### src/hw/rtl/wpwa_pkg.sv
// Shared widths, codes and state types of the weighted point window average block.
`timescale 1ns / 1ps

package wpwa_pkg;

   localparam int SLOTS_DEFAULT = 20;

   localparam int OP_W       = 2;
   localparam int COORD_W    = 16;
   localparam int WEIGHT_W   = 24;
   localparam int COUNT_W    = 6;
   localparam int PROD_W     = COORD_W + WEIGHT_W + 1;
   localparam int MEAN_W     = 16;
   localparam int WORD_W     = WEIGHT_W + 2 * COORD_W;

   localparam int REQ_DATA_W = 64;
   localparam int REQ_USER_W = 3;
   localparam int RSP_DATA_W = 32;
   localparam int RSP_USER_W = 1;

   localparam logic [WEIGHT_W-1:0] WEIGHT_FLOOR = 24'd7;

   typedef enum logic [OP_W-1:0] {
      OP_ADD       = 2'd0,
      OP_OVERWRITE = 2'd1,
      OP_AVERAGE   = 2'd2
   } op_type;

   typedef enum logic [2:0] {
      ST_IDLE,
      ST_SCAN,
      ST_DRAIN,
      ST_DIV_X,
      ST_DIV_Y,
      ST_DONE
   } state_type;

endpackage

### src/hw/rtl/wpwa_ram.sv
// Generic simple dual-port RAM with one write port and a registered read port.
`timescale 1ns / 1ps

module wpwa_ram #(
   parameter int WIDTH = 8,
   parameter int DEPTH = 16,
   localparam int AW = (DEPTH > 1) ? $clog2(DEPTH) : 1
) (
   input  logic             clock,
   input  logic             wr_en,
   input  logic [AW-1:0]    wr_addr,
   input  logic [WIDTH-1:0] wr_data,
   input  logic             rd_en,
   input  logic [AW-1:0]    rd_addr,
   output logic [WIDTH-1:0] rd_data
);

   logic [WIDTH-1:0] mem_ff [DEPTH];
   logic [WIDTH-1:0] rd_data_ff;

   always_ff @(posedge clock) begin
      if (wr_en) begin
         mem_ff[wr_addr] <= wr_data;
      end
      if (rd_en) begin
         rd_data_ff <= mem_ff[rd_addr];
      end
   end

   assign rd_data = rd_data_ff;

endmodule

### src/hw/rtl/wpwa_divider.sv
// Sequential signed-by-unsigned restoring divider that yields a short quotient.
`timescale 1ns / 1ps

module wpwa_divider #(
   parameter int DIVIDEND_W = 46,
   parameter int DIVISOR_W  = 29
) (
   input  logic                                clock,
   input  logic                                reset,
   input  logic                                start,
   input  logic signed [DIVIDEND_W-1:0]        dividend,
   input  logic [DIVISOR_W-1:0]                divisor,
   output logic                                done,
   output logic signed [wpwa_pkg::MEAN_W-1:0]  quotient
);

   localparam int QW   = wpwa_pkg::MEAN_W;
   localparam int PADW = DIVIDEND_W - DIVISOR_W - (QW - 1);
   localparam int CW   = $clog2(QW);

   logic                  busy_ff, busy_in;
   logic                  done_ff, done_in;
   logic [CW-1:0]         cnt_ff, cnt_in;
   logic [DIVIDEND_W-1:0] rem_ff, rem_in;
   logic [DIVIDEND_W-1:0] sh_ff, sh_in;
   logic [QW-1:0]         quo_ff, quo_in;
   logic                  neg_ff, neg_in;
   logic [DIVIDEND_W-1:0] magnitude;
   logic                  fits;

   assign magnitude = dividend[DIVIDEND_W-1] ? DIVIDEND_W'(-dividend)
                                             : DIVIDEND_W'(dividend);
   assign fits = rem_ff >= sh_ff;

   always_comb begin
      busy_in = busy_ff;
      done_in = 1'b0;
      cnt_in  = cnt_ff;
      rem_in  = rem_ff;
      sh_in   = sh_ff;
      quo_in  = quo_ff;
      neg_in  = neg_ff;
      if (start && !busy_ff) begin
         busy_in = 1'b1;
         cnt_in  = '0;
         rem_in  = magnitude;
         sh_in   = {{PADW{1'b0}}, divisor, {(QW - 1){1'b0}}};
         quo_in  = '0;
         neg_in  = dividend[DIVIDEND_W-1];
      end else if (busy_ff) begin
         if (fits) begin
            rem_in = rem_ff - sh_ff;
         end
         quo_in = {quo_ff[QW-2:0], fits};
         sh_in  = sh_ff >> 1;
         cnt_in = cnt_ff + 1'b1;
         if (cnt_ff == CW'(QW - 1)) begin
            busy_in = 1'b0;
            done_in = 1'b1;
         end
      end
   end

   always_ff @(posedge clock) begin
      if (reset) begin
         busy_ff <= 1'b0;
         done_ff <= 1'b0;
         cnt_ff  <= '0;
      end else begin
         busy_ff <= busy_in;
         done_ff <= done_in;
         cnt_ff  <= cnt_in;
      end
      rem_ff <= rem_in;
      sh_ff  <= sh_in;
      quo_ff <= quo_in;
      neg_ff <= neg_in;
   end

   assign done     = done_ff;
   assign quotient = neg_ff ? $signed(-quo_ff) : $signed(quo_ff);

endmodule

### src/hw/rtl/weighted_point_window_average.sv
// Top level of the weighted point window average: slot ring, scan sequencer and output stage.
`timescale 1ns / 1ps

// The block keeps a ring of SLOTS weighted points in a RAM, with a valid flag
// per slot in flip-flops. Each request transfer on the req_ channel carries one
// operation in req_tuser: add (advance the slot pointer, then store), overwrite
// (store in the current slot) or average. Add and overwrite return nothing.
// An average walks back from the current slot, one slot per cycle, reading
// the valid slots from the RAM and accumulating weighted sums; the scan visits
// up to SLOTS slots, and then drains the read, multiply and accumulate stages.
// The two means then go one after the other through a shared divider. An
// average gives its response as one transfer on the rsp_ channel. Requests
// are taken one at a time; a new request is taken while the last response
// still waits in the output register, and a finished average holds until
// that register is free.
// Reset clears every valid flag and the slot pointer at once; the block takes
// requests in the first cycle after reset.
module weighted_point_window_average #(
   parameter int SLOTS = wpwa_pkg::SLOTS_DEFAULT
) (
   input  logic                              clock,
   input  logic                              reset,
   input  logic                              req_tvalid,
   output logic                              req_tready,
   // point_x, point_y, weight, query_count, zero fill
   input  logic [wpwa_pkg::REQ_DATA_W-1:0]   req_tdata,
   // operation, point_valid
   input  logic [wpwa_pkg::REQ_USER_W-1:0]   req_tuser,
   output logic                              rsp_tvalid,
   input  logic                              rsp_tready,
   // mean_x, mean_y
   output logic [wpwa_pkg::RSP_DATA_W-1:0]   rsp_tdata,
   // mean_valid
   output logic [wpwa_pkg::RSP_USER_W-1:0]   rsp_tuser
);

   localparam int SW     = (SLOTS > 1) ? $clog2(SLOTS) : 1;
   localparam int CNTW   = $clog2(SLOTS + 1);
   localparam int ACCW   = wpwa_pkg::PROD_W + CNTW;
   localparam int WSUMW  = wpwa_pkg::WEIGHT_W + CNTW;
   localparam int CW     = wpwa_pkg::COORD_W;
   localparam int WW     = wpwa_pkg::WEIGHT_W;

   wpwa_pkg::op_type    req_op;
   logic                req_point_valid;
   logic [CW-1:0]       req_x;
   logic [CW-1:0]       req_y;
   logic [WW-1:0]       req_weight;
   logic [WW-1:0]       floored_weight;
   logic [wpwa_pkg::COUNT_W-1:0] req_count;

   wpwa_pkg::state_type state_ff, state_in;
   logic [SW-1:0]       write_slot_ff, write_slot_in;
   logic [SLOTS-1:0]    valid_ff;
   logic [SW:0]         slot_plus;
   logic [SW-1:0]       next_slot;
   logic [SW-1:0]       pos_ff, pos_in;
   logic [CNTW-1:0]     step_ff, step_in;
   logic [CNTW-1:0]     issued_ff, issued_in;
   logic [CNTW-1:0]     want_ff, want_in;
   logic                hit;

   logic                ram_we;
   logic [SW-1:0]       ram_waddr;
   logic                ram_re;
   logic [wpwa_pkg::WORD_W-1:0] ram_rdata;

   logic                acc_clear;
   logic                rd_vld_ff;
   logic                prod_vld_ff;
   logic signed [wpwa_pkg::PROD_W-1:0] prod_x_ff;
   logic signed [wpwa_pkg::PROD_W-1:0] prod_y_ff;
   logic [WW-1:0]       prod_w_ff;
   logic signed [CW-1:0] rd_x;
   logic signed [CW-1:0] rd_y;
   logic [WW-1:0]       rd_w;
   logic signed [ACCW-1:0] sx_ff;
   logic signed [ACCW-1:0] sy_ff;
   logic [WSUMW-1:0]    sw_ff;

   logic                div_start;
   logic                div_done;
   logic signed [ACCW-1:0] div_dividend;
   logic signed [wpwa_pkg::MEAN_W-1:0] div_quotient;
   logic                qx_load;
   logic                qy_load;
   logic signed [wpwa_pkg::MEAN_W-1:0] qx_ff;
   logic signed [wpwa_pkg::MEAN_W-1:0] qy_ff;

   logic                rsp_load;
   logic                rsp_valid_ff;
   logic                mean_valid_ff;
   logic [wpwa_pkg::MEAN_W-1:0] mean_x_ff;
   logic [wpwa_pkg::MEAN_W-1:0] mean_y_ff;

   assign req_op          = wpwa_pkg::op_type'(req_tuser[1:0]);
   assign req_point_valid = req_tuser[2];
   assign req_x           = req_tdata[15:0];
   assign req_y           = req_tdata[31:16];
   assign req_weight      = req_tdata[55:32];
   assign req_count       = req_tdata[61:56];
   assign floored_weight  = (req_weight < wpwa_pkg::WEIGHT_FLOOR) ? wpwa_pkg::WEIGHT_FLOOR
                                                                 : req_weight;

   assign slot_plus  = {1'b0, write_slot_ff} + 1'b1;
   assign next_slot  = (slot_plus >= (SW + 1)'(SLOTS)) ? '0 : slot_plus[SW-1:0];
   assign hit        = valid_ff[pos_ff];
   assign req_tready = (state_ff == wpwa_pkg::ST_IDLE);

   always_comb begin
      state_in      = state_ff;
      write_slot_in = write_slot_ff;
      pos_in        = pos_ff;
      step_in       = step_ff;
      issued_in     = issued_ff;
      want_in       = want_ff;
      ram_we        = 1'b0;
      ram_waddr     = write_slot_ff;
      ram_re        = 1'b0;
      acc_clear     = 1'b0;
      div_start     = 1'b0;
      qx_load       = 1'b0;
      qy_load       = 1'b0;
      rsp_load      = 1'b0;
      unique case (state_ff)
         wpwa_pkg::ST_IDLE: begin
            if (req_tvalid) begin
               unique case (req_op)
                  wpwa_pkg::OP_ADD: begin
                     ram_we        = 1'b1;
                     ram_waddr     = next_slot;
                     write_slot_in = next_slot;
                  end
                  wpwa_pkg::OP_OVERWRITE: begin
                     ram_we = 1'b1;
                  end
                  wpwa_pkg::OP_AVERAGE: begin
                     if (req_count > wpwa_pkg::COUNT_W'(SLOTS)) begin
                        want_in = CNTW'(SLOTS);
                     end else if (req_count == '0) begin
                        want_in = CNTW'(1);
                     end else begin
                        want_in = req_count[CNTW-1:0];
                     end
                     pos_in    = write_slot_ff;
                     step_in   = '0;
                     issued_in = '0;
                     acc_clear = 1'b1;
                     state_in  = wpwa_pkg::ST_SCAN;
                  end
                  default: begin
                  end
               endcase
            end
         end
         wpwa_pkg::ST_SCAN: begin
            ram_re    = hit;
            issued_in = issued_ff + CNTW'(hit);
            step_in   = step_ff + 1'b1;
            pos_in    = (pos_ff == '0) ? SW'(SLOTS - 1) : pos_ff - 1'b1;
            if ((step_ff == CNTW'(SLOTS - 1)) || (hit && (issued_ff + 1'b1 == want_ff))) begin
               state_in = wpwa_pkg::ST_DRAIN;
            end
         end
         wpwa_pkg::ST_DRAIN: begin
            if (!rd_vld_ff && !prod_vld_ff) begin
               if (sw_ff == '0) begin
                  state_in = wpwa_pkg::ST_DONE;
               end else begin
                  div_start = 1'b1;
                  state_in  = wpwa_pkg::ST_DIV_X;
               end
            end
         end
         wpwa_pkg::ST_DIV_X: begin
            if (div_done) begin
               qx_load   = 1'b1;
               div_start = 1'b1;
               state_in  = wpwa_pkg::ST_DIV_Y;
            end
         end
         wpwa_pkg::ST_DIV_Y: begin
            if (div_done) begin
               qy_load  = 1'b1;
               state_in = wpwa_pkg::ST_DONE;
            end
         end
         wpwa_pkg::ST_DONE: begin
            if (!rsp_valid_ff || rsp_tready) begin
               rsp_load = 1'b1;
               state_in = wpwa_pkg::ST_IDLE;
            end
         end
         default: begin
            state_in = wpwa_pkg::ST_IDLE;
         end
      endcase
   end

   always_ff @(posedge clock) begin
      if (reset) begin
         state_ff      <= wpwa_pkg::ST_IDLE;
         write_slot_ff <= '0;
         valid_ff      <= '0;
         pos_ff        <= '0;
         step_ff       <= '0;
         issued_ff     <= '0;
         want_ff       <= '0;
      end else begin
         state_ff      <= state_in;
         write_slot_ff <= write_slot_in;
         pos_ff        <= pos_in;
         step_ff       <= step_in;
         issued_ff     <= issued_in;
         want_ff       <= want_in;
         if (ram_we) begin
            valid_ff[ram_waddr] <= req_point_valid;
         end
      end
   end

   wpwa_ram #(
      .WIDTH (wpwa_pkg::WORD_W),
      .DEPTH (SLOTS)
   ) u_slot_ram (
      .clock   (clock),
      .wr_en   (ram_we),
      .wr_addr (ram_waddr),
      .wr_data ({floored_weight, req_y, req_x}),
      .rd_en   (ram_re),
      .rd_addr (pos_ff),
      .rd_data (ram_rdata)
   );

   assign rd_x = ram_rdata[CW-1:0];
   assign rd_y = ram_rdata[2*CW-1:CW];
   assign rd_w = ram_rdata[wpwa_pkg::WORD_W-1:2*CW];

   always_ff @(posedge clock) begin
      if (reset) begin
         rd_vld_ff   <= 1'b0;
         prod_vld_ff <= 1'b0;
      end else begin
         rd_vld_ff   <= ram_re;
         prod_vld_ff <= rd_vld_ff;
      end
      prod_x_ff <= wpwa_pkg::PROD_W'(rd_x) * wpwa_pkg::PROD_W'($signed({1'b0, rd_w}));
      prod_y_ff <= wpwa_pkg::PROD_W'(rd_y) * wpwa_pkg::PROD_W'($signed({1'b0, rd_w}));
      prod_w_ff <= rd_w;
      if (acc_clear) begin
         sx_ff <= '0;
         sy_ff <= '0;
         sw_ff <= '0;
      end else if (prod_vld_ff) begin
         sx_ff <= sx_ff + {{CNTW{prod_x_ff[wpwa_pkg::PROD_W-1]}}, prod_x_ff};
         sy_ff <= sy_ff + {{CNTW{prod_y_ff[wpwa_pkg::PROD_W-1]}}, prod_y_ff};
         sw_ff <= sw_ff + {{CNTW{1'b0}}, prod_w_ff};
      end
   end

   assign div_dividend = (state_ff == wpwa_pkg::ST_DIV_X) ? sy_ff : sx_ff;

   wpwa_divider #(
      .DIVIDEND_W (ACCW),
      .DIVISOR_W  (WSUMW)
   ) u_divider (
      .clock    (clock),
      .reset    (reset),
      .start    (div_start),
      .dividend (div_dividend),
      .divisor  (sw_ff),
      .done     (div_done),
      .quotient (div_quotient)
   );

   always_ff @(posedge clock) begin
      if (qx_load) begin
         qx_ff <= div_quotient;
      end
      if (qy_load) begin
         qy_ff <= div_quotient;
      end
   end

   always_ff @(posedge clock) begin
      if (reset) begin
         rsp_valid_ff <= 1'b0;
      end else if (rsp_load) begin
         rsp_valid_ff <= 1'b1;
      end else if (rsp_tready) begin
         rsp_valid_ff <= 1'b0;
      end
      if (rsp_load) begin
         mean_valid_ff <= (sw_ff != '0);
         mean_x_ff     <= (sw_ff != '0) ? qx_ff : '0;
         mean_y_ff     <= (sw_ff != '0) ? qy_ff : '0;
      end
   end

   assign rsp_tvalid = rsp_valid_ff;
   assign rsp_tdata  = {mean_y_ff, mean_x_ff};
   assign rsp_tuser  = mean_valid_ff;

endmodule
### config.mk
export PLATFORM = sky130hd
export DESIGN_NAME = weighted_point_window_average
export DESIGN_NICKNAME = d
export VERILOG_FILES = /design/src/hw/rtl/wpwa_pkg.sv /design/src/hw/rtl/wpwa_ram.sv /design/src/hw/rtl/wpwa_divider.sv /design/src/hw/rtl/weighted_point_window_average.sv
export SDC_FILE = /design/constraint.sdc
export NUM_CORES = 2
export LEC_CHECK = 0
export ABC_AREA = 1
export BUFFER_PORTS_ARGS = -buffer_cell sky130_fd_sc_hd__buf_2
export CORE_MARGIN = 4
export CORE_UTILIZATION = 65
export CTS_BUF_LIST = sky130_fd_sc_hd__clkbuf_8
export DETAILED_ROUTE_END_ITERATION = 8
export GPL_TIMING_DRIVEN = 0
export HOLD_SLACK_MARGIN = 0.03
export PLACE_DENSITY = 0.81
export SYNTH_ARGS = -nofsm -noshare
export SYNTH_HDL_FRONTEND = slang
export SYNTH_SLANG_ARGS = --single-unit
### constraint.sdc
create_clock -name clock -period 13.32 [get_ports clock]
set_input_delay 2.664 -clock clock [delete_from_list [all_inputs] [get_ports clock]]
set_output_delay 2.664 -clock clock [all_outputs]
set_load 0.005 [all_outputs]
After elaboration in Yosys (flattened, before gate mapping)
Memories as Yosys holds them, arrays and structs flattened. A register that Yosys moved wholly into a read port is not among the register bits.
Cells that the tools add are included.
{"block": "classes", "shift": 0, "n_addsub": 12, "order_cmp": 7, "div": 0, "n_mux": 60, "n_eq_ne": 17, "n_mul": 2, "n_bitwise": 1, "n_reduce_logical": 27}
{"op": "2-to-1 mux 46 bit", "count": 5}
{"op": "adder 46 bit", "count": 2}
{"op": "2-to-1 mux 44 bit", "count": 2}
{"op": "multiplier 16 x 25 -> 41 bit", "count": 2}
{"op": "2-to-1 mux 5 bit", "count": 11}
{"op": "greater-or-equal comparator 46 x 44 -> 1 bit", "count": 1}
{"op": "negator 46 bit", "count": 1}
{"op": "subtractor 46 x 44 -> 46 bit", "count": 1}
{"op": "case mux 5 bit (2 select lines)", "count": 3}
{"op": "adder 29 x 24 -> 29 bit", "count": 1}
{"op": "zero test 29 bit", "count": 1}
{"op": "nonzero test 29 bit", "count": 1}
{"op": "less-than comparator 24 x 3 -> 1 bit (second input constant)", "count": 1}
{"op": "2-to-1 mux 1 bit", "count": 24}
{"op": "2-to-1 mux 24 bit", "count": 1}
{"op": "2-to-1 mux 3 bit", "count": 8}
{"op": "bitwise mux 20 bit", "count": 1}
{"op": "case mux 3 bit (6 select lines)", "count": 1}
{"op": "2-to-1 mux 16 bit", "count": 1}
{"op": "negator 16 bit", "count": 1}
{"op": "less-than comparator 5 x 6 -> 1 bit (second input constant)", "count": 2}
{"op": "adder 5 x 1 -> 5 bit (second input constant)", "count": 2}
{"op": "!= test 2 bit (second input constant)", "count": 4}
{"op": "nonzero test 2 bit", "count": 4}
{"op": "other kinds (32)", "count": 45}
{"block": "totals", "regBits": 456, "latch_bits": 0, "in_bits": 71, "memories": 1, "word_cells": 156, "ram_bits": 1120, "romBits": 0}
{"name": "u_slot_ram.mem_ff", "words": 20, "word_bits": 56, "read_ports": 1, "rd_clocked_by_memory_dff": 1, "wr": 1, "line_no": "wpwa_ram.sv:18", "text": "logic [WIDTH-1:0] mem_ff [DEPTH];"}

Logic depth before layout (Yosys ltp)
{"block": "depth", "ltp_word": 11, "mapped_depth": 26, "mapped_depth_nobuf": 25}

Cells and area by module
Synthesis repeated with hierarchy kept, for this count alone.
{"block": "unflattened", "hier_cells": 12257, "hier_area_um2": 105107.1}
{"module": "weighted_point_window_average", "cells_each": 6872, "seq_area_each_um2": 7517.2, "area_per_inst_um2": 48207.5, "instances": 1}
{"module": "wpwa_ram", "cells_each": 3745, "seq_area_each_um2": 35313.9, "area_per_inst_um2": 46781.1, "instances": 1}
{"module": "wpwa_divider", "cells_each": 1640, "seq_area_each_um2": 3022.9, "area_per_inst_um2": 10118.5, "instances": 1}

Worst setup path before layout
OpenSTA, ideal clock, no wires.
{"block": "synth_timing", "path_kind": "input-to-reg", "from": "input port req_tvalid", "to": "memory u_slot_ram.mem_ff[17][0] (netlist bit), enable pin", "arrival_time_ps": 6036, "setup_time_ps": 472, "cell_stages": 12, "path_slack_ps": 6812, "path_buffers": 0, "required_ps": 12848, "path_cell_list": "inv_1 -> nor2_1 -> nand2_2 -> inv_2 -> nand2_2 -> nor2_2 -> nand2_2 -> o21ai_2 -> nand2_1 -> nor2_2 -> inv_2 -> nor2_1"}
{"block": "synth_via", "elab_chain_cells": 4, "elab_cells_between_ends": 6, "classes_between": "6 x mux"}
{"item": "start, declared", "line_no": "weighted_point_window_average.sv:23", "text": "input logic req_tvalid,"}
{"item": "2-to-1 mux 1 bit", "line_no": "weighted_point_window_average.sv:127", "text": "if (req_tvalid) begin"}
{"item": "2-to-1 mux 1 bit", "line_no": "weighted_point_window_average.sv:125", "text": "unique case (state_ff)"}
{"item": "2-to-1 mux 1 bit", "line_no": "wpwa_ram.sv:22", "text": "if (wr_en) begin"}
{"item": "2-to-1 mux 1 bit (not written as such)", "line_no": "wpwa_ram.sv:23", "text": "mem_ff[wr_addr] <= wr_data;"}
{"item": "end, declared", "line_no": "wpwa_ram.sv:18"}
Several ways; a longest one is shown, not always the timed one.

Final worst setup path
{"block": "layout_timing", "from": "register u_slot_ram.rd_data_ff[43], in the netlist u_slot_ram.rd_data[43] (read register of u_slot_ram.mem_ff)", "to": "register prod_x_ff[26] (netlist bit)"}
{"block": "layout_via", "elab_chain_cells": 1}
{"item": "start, declared", "line_no": "wpwa_ram.sv:19", "text": "logic [WIDTH-1:0] rd_data_ff;"}
{"item": "multiplier 16 x 25 -> 41 bit", "line_no": "weighted_point_window_average.sv:247", "text": "prod_x_ff <= wpwa_pkg::PROD_W'(rd_x) * wpwa_pkg::PROD_W'($signed({1'b0, rd_w}));"}
{"item": "end signal, assigned", "line_no": "weighted_point_window_average.sv:247"}
{"item": "end, declared", "line_no": "weighted_point_window_average.sv:71", "text": "logic signed [wpwa_pkg::PROD_W-1:0] prod_x_ff;"}
No other way between the ends.
A chain may end at the register's enable or synchronous reset.

==> metrics.md <==
| Metric | Value |
|---|---|
| Status | `complete, no violations` |
| TritonCTS buffer count | `281` |
| Worst slew pin tran | `1.41 ns` |
| Placer Congestion | `1.04` |
| Top cells by area, synth | `edfxtp_1, fa_1, nand2_1` |
| Worst Path Required | `14.16 ns` |
| Number of library cell types mapped by synthesis | `57` |
| Crit-path slowest cell | `edfxtp_1` |
| Gr usage total | `between 40% and 50%` |
| GRT overflow | `0` |
| Postcts setup bufs | `0` |
| Via count | `between 80,000 and 90,000` |
| Largest family of logic cells by synthesized area | `adder cells` |
| CP dominant cell by count | `inv_1` |
| Worst rel slew slack | `6.07%` |
| Area grow syn2layout | `9.06%` |
| Mux share of post-synthesis cell area | `0%` |
| Adder-Cell Fraction of Synth Area | `between 15 and 20%` |
| TritonCTS clock tree | `done` |
| Worst R2R End | `prod_x_ff[26]$_DFF_P_` |
| CP bufs+invs | `8` |
| Critical path origin | `u_slot_ram.rd_data[43]$_DFFE_PP_` |
| Cell family with the largest share of critical-path delay | `adder cells` |
| DR pass1 iterations | `9` |
| Vias in the first global route | `85,200` |
| Worst EP arrival | `about 8.3 ns` |
| Setup TNS Final | `0 ns` |
| Mapped Cells | `11,000` |
| Layout cell share with drive strength beyond 1 | `5.31%` |
| Fmax | `134 MHz` |
| HP Start | `rd_vld_ff$_SDFF_PP0_` |
| I/O pin cnt | `about 110` |
| Final Hold Vio Count | `0` |
| HP Class | `flip-flop to flip-flop` |
| Ys Warns | `0` |
| Starting Density | `between 60% and 70%` |
| Cell Chain, Critical Path | `clkbuf_1 -> nand2_1 -> fa_1 -> inv_1 -> fa_1 -> inv_1 -> fa_1 -> inv_1 -> fa_1 -> fa_1 -> inv_1 -> fa_1 -> inv_1 -> ha_1 -> nand2_1 -> nor2_1 -> inv_1 -> nor3_1 -> inv_1 -> o21ai_0 -> nand2_1 -> nand2_1 -> xor2_1` |
| RSZ-0062 raised after global routing | `false` |
| Critical path class | `flip-flop to flip-flop` |
| H-Tree Depth | `5` |
| End of the critical path | `prod_x_ff[26]$_DFF_P_` |
| Vias per cell | `6.27` |
| Clock slew at the register clock pins of the worst setup and hold paths | `0.06 ns` |
| Post-synthesis sequential area ratio | `a little under half` |
| Core ar. | `154,000 um2` |
| Clock sink total | `1,632` |
| Synth Area in Compound Gates | `11.4%` |
| Worst-Skew Late Latency | `1.04 ns` |
| Max cap viols | `0` |
| ANT nets after route | `0` |
| Syn nets | `approximately 12,000` |
| RR Startpoint | `u_slot_ram.rd_data[43]$_DFFE_PP_` |
| Largest net degree at the start of global routing | `42` |
| Reg2Reg Depth | `23` |
| First-pass GRT wire length | `522 mm` |
| Simple-gate share of the synthesized area | `15.0%` |
| FFs w/ async S/R, synth | `0%` |
| Final Cycle Share | `between 50% and 60%` |
| Xor/xnor cell area share of the yosys netlist | `between 1.5 and 2%` |
| Critical path depth | `23` |
| Top-count cell post-synth | `nand2_1` |
| Share of Yosys cell area claimed by the top area cell type | `39.1%` |
| Port bufs | `102` |
| Minimum clock period after layout | `7.47 ns` |
| Post-Syn Area | `approximately 100,000 um2` |
| Hold-fix buffer count after cts | `0` |
| WL/cell | `between 20 and 30 um` |
| Number of synthesized register bits | `1,632` |
| Syn Area/Cell | `approximately 9.2 um2` |
| CP peak stage delay | `approximately 1.1 ns` |
| Top FF cell, synth | `edfxtp_1` |
| Final #Nets | `around 13,000` |
| Initial DRC Count | `13,000` |
| CTS Buffer Depth | `4` |
| Worst Clk Skew | `0.122 ns` |
| Final setup viols | `0` |
| Initial antenna violation count | `23` |
| Post-DP HPWL | `approximately 270 mm` |
| DRC viols | `0` |
| Reg2reg setup slack | `5.85 ns` |
| Critical Path End Type | `flip-flop` |
| Die Y | `402 um` |
| Die W | `402 um` |
| CP max FO | `10` |
| Die ar. | `162,000 um2` |
| EDFF count, synth | `1,317` |
| Resized cells post-CTS | `0` |
| Synth top cells by count | `nand2_1, inv_1, edfxtp_1` |
| Max-slew violations | `0` |
| Site row count | `144` |
| Setup crit start kind | `flip-flop` |
| Synth area leader | `edfxtp_1` |
| WL final | `357 mm` |
| Root buffer cell | `clkbuf_8` |
## how the worst min path moves through the flow
| stage | to | slack (ns) | depth (start not counted) |
|---|---|---|---|
| after CTS | prod_vld_ff$_SDFF_PP0_ | 0.43 | 2 |
| after detailed placement | prod_vld_ff$_SDFF_PP0_ | 0.42 | 2 |
| after floorplan | prod_vld_ff$_SDFF_PP0_ | 0.40 | 2 |
| after global placement | prod_vld_ff$_SDFF_PP0_ | 0.42 | 2 |
| final | prod_vld_ff$_SDFF_PP0_ | 0.43 | 2 |
| after global routing | prod_vld_ff$_SDFF_PP0_ | 0.45 | 2 |
## per-layer routing
metal | GRT usage [%] | up-vias | routed length (um)
li1 | - | 37000 | -
met1 | 53.7 | 40500 | 124000
met2 | 67.1 | 6599 | 156000
met3 | 13.2 | 1600 | 48600
met4 | 28.6 | 14 | 28400
met5 | 0 | - | 86
## kinds of logic (layout without fill, tap and decap cells)
family,after synthesis,after routing
buf+inv,2348,2960
xor+xnor,199,199
fa+ha+maj,1060,1060
flops,1632,1632
simple gates,3787,3787
compound gates,1967,1967
other cells,0,21
## area by class of cell
class                           instances  area [um2]
Multi-Input combinational cell       7013       46500
Sequential cell                      1632       45900
Fill cell                           11600       44000
Inverter                             1870        7020
Clock buffer                          295        4060
Tap cell                             2044        2560
Buffer                                478        1880
Timing Repair Buffer                  145        1420
Clock inverter                        172         898
Antenna cell                           21        52.6
## state kept, by name, summed over array words and instances, names as in the netlist, 20 cells and up
register / count
prod_y_ff: 41
valid_ff: 20
sy_ff: 46
sw_ff: 29
u_slot_ram.rd_data: 56
prod_x_ff: 41
u_slot_ram.mem_ff: 1120
sx_ff: 46
prod_w_ff: 24
u_divider.rem_ff: 46
u_divider.sh_ff: 44
## placed cells by master, fill, tap and decap left out, drive strengths merged, types with 29 or more instances in the layout
cell type and count:
buf 202, nand2 2079, a31oi 29, a21o 35, a32oi 42, a21oi 492, nor3 56, xor2 156
nand4 85, nand3 296, ha 444, dfxtp 315, o211ai 45, a2bb2oi 42, a221oi 44, o221ai 95
inv 1959, o22ai 207, fa 616, o21bai 52, clkbuf 716, o21ai 832, clkinv 67, edfxtp 1317
nor2 1205, xnor2 43
## stage by stage
step,hold WS [ns],instance area [um2],util [%],instances,setup slack [ns]
final,0.433,110000,71.5,13700,5.85
after CTS,0.427,110000,71.4,13600,6.11
after global routing,0.454,110000,71.4,13700,5.59
after global placement,0.421,104000,67.5,13100,4.07
after detailed placement,0.422,105000,68.2,13200,6.17
after floorplan,0.403,101000,-,11000,6.81
## worst reg2reg max path, stage by stage, from the launching register on
cell	delay, ns
edfxtp_1	1.08
clkbuf_1	0.78
nand2_1	0.19
fa_1	0.59
inv_1	0.06
fa_1	0.50
inv_1	0.06
fa_1	0.49
inv_1	0.05
fa_1	0.51
fa_1	0.50
inv_1	0.06
fa_1	0.58
inv_1	0.07
ha_1	0.39
nand2_1	0.12
nor2_1	0.10
inv_1	0.05
nor3_1	0.13
inv_1	0.08
o21ai_0	0.45
nand2_1	0.10
nand2_1	0.11
xor2_1	0.25
Power is left out: the tool's default activity adds up to more than one toggle a clock period on the data nets, which glitch-free logic cannot reach.
